$ cat src/hdl/dq_pkg.sv
// ----------------------------------------------------------------------------
// dq_pkg
// Shared types and constants for the double-ended queue: command codes and
// the command and status groups between controller and datapath.
// ----------------------------------------------------------------------------
package dq_pkg;

  localparam int unsigned DATA_W = 32;
  localparam int unsigned OP_W   = 3;

  localparam logic signed [DATA_W-1:0] ANSWER_NONE = '1;

  typedef enum logic [OP_W-1:0] {
    OP_PUSH_FRONT = 3'd0,
    OP_PUSH_BACK  = 3'd1,
    OP_POP_FRONT  = 3'd2,
    OP_POP_BACK   = 3'd3,
    OP_SIZE       = 3'd4,
    OP_EMPTY      = 3'd5,
    OP_PEEK_FRONT = 3'd6,
    OP_PEEK_BACK  = 3'd7
  } dq_op_e;

  typedef struct packed {
    logic   exec;      // command taken this cycle
    dq_op_e op;
    logic   load_now;  // result known at once
    logic   load_mem;  // result comes from the store read
  } dq_cmd_t;

  typedef struct packed {
    logic empty;
  } dq_status_t;

endpackage

$ cat src/hdl/dq_ctrl.sv
// ----------------------------------------------------------------------------
// dq_ctrl
// Controller: input and output handshakes, decides when a command runs and
// when the result register loads.
// ----------------------------------------------------------------------------
module dq_ctrl (
  input  logic               clk_i,
  input  logic               rst_ni,
  input  logic               in_valid_i,
  output logic               in_ready_o,
  input  dq_pkg::dq_op_e     op_i,
  output logic               out_valid_o,
  input  logic               out_ready_i,
  input  dq_pkg::dq_status_t status_i,
  output dq_pkg::dq_cmd_t    cmd_o
);

  typedef enum logic {
    ST_IDLE,
    ST_READ
  } state_e;

  state_e state_q, state_d;
  logic   out_valid_q, out_valid_d;
  logic   accept;
  logic   is_push;
  logic   is_mem;

  assign in_ready_o  = (state_q == ST_IDLE) && (!out_valid_q || out_ready_i);
  assign accept      = in_valid_i && in_ready_o;
  assign out_valid_o = out_valid_q;

  always_comb begin
    unique case (op_i)
      dq_pkg::OP_PUSH_FRONT, dq_pkg::OP_PUSH_BACK: begin
        is_push = 1'b1;
        is_mem  = 1'b0;
      end
      dq_pkg::OP_POP_FRONT, dq_pkg::OP_POP_BACK,
      dq_pkg::OP_PEEK_FRONT, dq_pkg::OP_PEEK_BACK: begin
        is_push = 1'b0;
        is_mem  = !status_i.empty;
      end
      default: begin
        is_push = 1'b0;
        is_mem  = 1'b0;
      end
    endcase
  end

  always_comb begin
    cmd_o.exec     = accept;
    cmd_o.op       = op_i;
    cmd_o.load_now = accept && !is_push && !is_mem;
    cmd_o.load_mem = (state_q == ST_READ);
  end

  always_comb begin
    state_d = state_q;
    unique case (state_q)
      ST_IDLE: begin
        if (accept && is_mem) begin
          state_d = ST_READ;
        end
      end
      ST_READ: begin
        state_d = ST_IDLE;
      end
      default: begin
        state_d = ST_IDLE;
      end
    endcase
    if (cmd_o.load_now || cmd_o.load_mem) begin
      out_valid_d = 1'b1;
    end else if (out_ready_i) begin
      out_valid_d = 1'b0;
    end else begin
      out_valid_d = out_valid_q;
    end
  end

  always_ff @(posedge clk_i or negedge rst_ni) begin
    if (!rst_ni) begin
      state_q     <= ST_IDLE;
      out_valid_q <= 1'b0;
    end else begin
      state_q     <= state_d;
      out_valid_q <= out_valid_d;
    end
  end

  // a store read always finds the result register free
  a_read_out_free: assert property (@(posedge clk_i) disable iff (!rst_ni)
    (state_q == ST_READ) |-> (!out_valid_q))
    else $error("result register busy during store read");

  // no new command while a store read completes
  a_read_blocks_in: assert property (@(posedge clk_i) disable iff (!rst_ni)
    (state_q == ST_READ) |-> !in_ready_o)
    else $error("input ready during store read");

  // a memory-backed command is followed by a result load
  a_read_loads: assert property (@(posedge clk_i) disable iff (!rst_ni)
    (accept && is_mem) |=> (cmd_o.load_mem && out_valid_d))
    else $error("store read did not load result");

endmodule

$ cat config.mk
export PLATFORM = sky130hd
export DESIGN_NAME = dq_ctrl
export DESIGN_NICKNAME = d
export VERILOG_FILES = /design/src/hdl/dq_pkg.sv /design/src/hdl/dq_ctrl.sv
export SDC_FILE = /design/constraint.sdc
export NUM_CORES = 1
export LEC_CHECK = 0
export BUFFER_PORTS_ARGS = -buffer_cell sky130_fd_sc_hd__buf_2
export CAP_MARGIN = 40
export CORE_AREA = 2 2 39 41
export CTS_BUF_LIST = sky130_fd_sc_hd__clkbuf_8 sky130_fd_sc_hd__clkbuf_16
export DETAILED_ROUTE_END_ITERATION = 7
export DIE_AREA = 0 0 41 43
export PLACE_DENSITY = 0.36
export SYNTH_ARGS = -nofsm -noshare
export SYNTH_HDL_FRONTEND = slang
export SYNTH_SLANG_ARGS = --single-unit
$ cat constraint.sdc
create_clock -name clk_i -period 2.3 [get_ports clk_i]
set_input_delay 0.115 -clock clk_i [delete_from_list [all_inputs] [get_ports clk_i]]
set_output_delay 0.115 -clock clk_i [all_outputs]
set_load 0.01 [all_outputs]
==> key figures <==
Routing
  • Drt first pass iters: 2
  • Routed wl met2: ~150 um
  • WL met1: 152 um
  • Via density: 3.289
  • Routed len/inst: 8.044 um
  • Initial drt markers: 3
  • Routed Antenna Nets: 0
  • DRC: 0
  • Routed met3 length: 56 um
  • Via count: 148
  • Highest routed metal layer: met3
  • Routed WL: roughly 360 um

Yosys
  • Mean Syn Cell Area: around 9.1 um2
  • Synth Warn #: 0
  • Register area share after synthesis: 0.3252
  • Distinct cell type count after synthesis: 10
  • Area leader, netlist: dfrtp_1
  • Yosys top cell area share: 0.3252
  • Post-Syn Area: 153.9 um2
  • Area contributors post-synth: dfrtp_1 33%, buf_4 24%, nor4b_2 9.8%, mux2i_1 6.5%, o221ai_1 5.7%
  • Top-count cell post-synth: buf_4
  • Commonest cells post-synth: 5 x buf_4, 2 x dfrtp_1, 2 x inv_1, 2 x nor2_1
  • Post-synth EDFFs: 0
  • Ys async rst share: 1.000
  • Post-Syn Nets: 25
  • Main synth FF type: dfrtp_1
  • Cell count after synthesis: 17
  • Register bit total from synthesis: 2

Clock tree
  • Cts bufs inserted: 3
  • CTS clock-pin slew for the worst setup and hold paths: ~30 ps
  • Post-CTS setup buffers: 0
  • CTS tree: built
  • CTS root buf: clkbuf_8
  • Sinks on Clock Net: 2
  • Clock Latency Late Sink: 210 ps
  • Largest buffer count on any clock path: 2
  • CTS H-Tree Depth: 1

Floorplanning
  • Die area: 1763 um2
  • Row count: 14
  • Core ar.: 1384 um2
  • Vert. Die Dim: ~43 um
  • Starting Density: 0.1112
  • Ports: 16
  • Die width: between 40 and 50 um

Timing
  • Fin. max-slew vios: 0
  • Min Tclk post-route: approximately 1300 ps
  • Fin crit share: 0.5460
  • Skew final: 1.300 ps
  • Slew HR: 0.7953
  • Setup total negative slack: 0 ps
  • RSZ-0062 raised after global routing: false
  • Final Hold Fails: 0
  • Final setup viols: 0
  • Least-Margin Pin Slew: between 300 and 400 ps
  • Max Freq: roughly 800 MHz
  • WHS: roughly 90 ps

Setup path
  • CP max stage cell: dfrtp_1
  • CP Buf/Inv Count: 1
  • Crit Path Category: reg -> out
  • WP data required: 2180 ps
  • Worst-path maximum fanout: 4
  • Crit path launch type: flip-flop
  • Endpoint class of the critical path: output pin
  • Slowest stage delay, CP: ~390 ps
  • Top delay family on crit path: flip-flops
  • WP data arrival: 1140 ps
  • CP Cell Sequence: nand2b_1 -> nor3_1 -> buf_2

Status
  • Status: completed

Cells and area
  • Layout area overhead: 64.23%
  • Fin util: 0.1826
  • Post-route insts no fill: 45
  • Nets: 39
  • Filler cells: 155
  • Layout cells sized above 1: 0.5862
  • Antenna Cells: 0
  • Design Area, Final: 252.7 um2

Power and ir drop
  • Leakage: between 0.0001 and 0.00015 uW
  • Max IR drop VDD: 0.1823 mV
  • Total power density per cell area: 839.2 nW/um2

Global routing
  • Total gr overflow: 0
  • Pin count of the biggest net entering global routing: 5
  • Vias in the first global route: 143
  • Tot GR Track Use: 0.05221
  • First-pass GRT wire length: 545 um
  • Initial antenna violation count: 0

Place
  • Placed inst area: just over 200 um2
  • I/O Buffers: 13
  • Post-placement cell count: 41
  • RD Place Congestion: 0.5684

Hold path
  • Hold Path Class: in -> reg

Job
  • Max cap viols: 0
## timing repair
| action | 4_1_cts | 5_1_grt |
|---|---|---|
| hold buffers | 1 | 0 |
| setup endpoints to repair | 0 | 0 |
| resized for setup | 0 | 0 |
| hold endpoints to repair | 2 | 0 |
## final timing paths
path	startpoint	endpoint	slack [ps]	cells past startpoint
min in group asynchronous	rst_ni	state_q	220	2
setup / recovery	state_q	cmd_o[1]	1040	3
max in group asynchronous	rst_ni	out_valid_o	1990	2
setup reg to reg	state_q	state_q	1360	2
hold reg to reg	state_q	out_valid_o	520	2
hold / removal	status_i	state_q	90	2
## routing by layer
metal,up-vias,track usage
met5,-,0
li1,75,-
met1,64,0.05145
met4,0,0.08000
met3,0,0.03141
met2,9,0.05625
## report_power, final
| part | internal [uW] | switching [uW] |
|---|---|---|
| registers | 38.6 | 2.40 |
| clock network | 110 | 25.2 |
| logic | 17.1 | 18.2 |
## cells in the final DEF, fill, tap and decap left out
cell,instances
mux2i_1,1
buf_2,13
nand2b_1,1
o221ai_1,1
dlygate4sd3_1,1
dfrtp_1,2
nor4b_2,1
inv_1,2
clkbuf_8,3
nor2_1,2
nor2b_1,1
nor3_1,1
## kinds of logic after synthesis
group / synth area share
mux: 0.06504
buf+inv: 0.2927
flops: 0.3252
compound gates: 0.05692
simple gates: 0.2602
## through the flow
step | power (uW) | setup WS [ps]
after floorplan | 65.29 | 1290
after global placement | 76.30 | 1283
after detailed placement | 76.04 | 1256
after CTS | 217.1 | 1032
after global routing | 227.7 | 949.4
final | 212.1 | 1044
## sequential cells by signal (all words and copies together), names as in the netlist
signal       flops
out_valid_o      1
state_q          1
## final cells by class
cell class	instances	area, um2	area share
Timing Repair Buffer	14	75.07	0.2970
Clock buffer	3	41.29	0.1634
Tap cell	16	20.02	0.07921
Inverter	2	7.507	0.02970
Sequential cell	2	50.05	0.1980
Multi-Input combinational cell	8	58.81	0.2327
(Power assumes the default switching activity.)
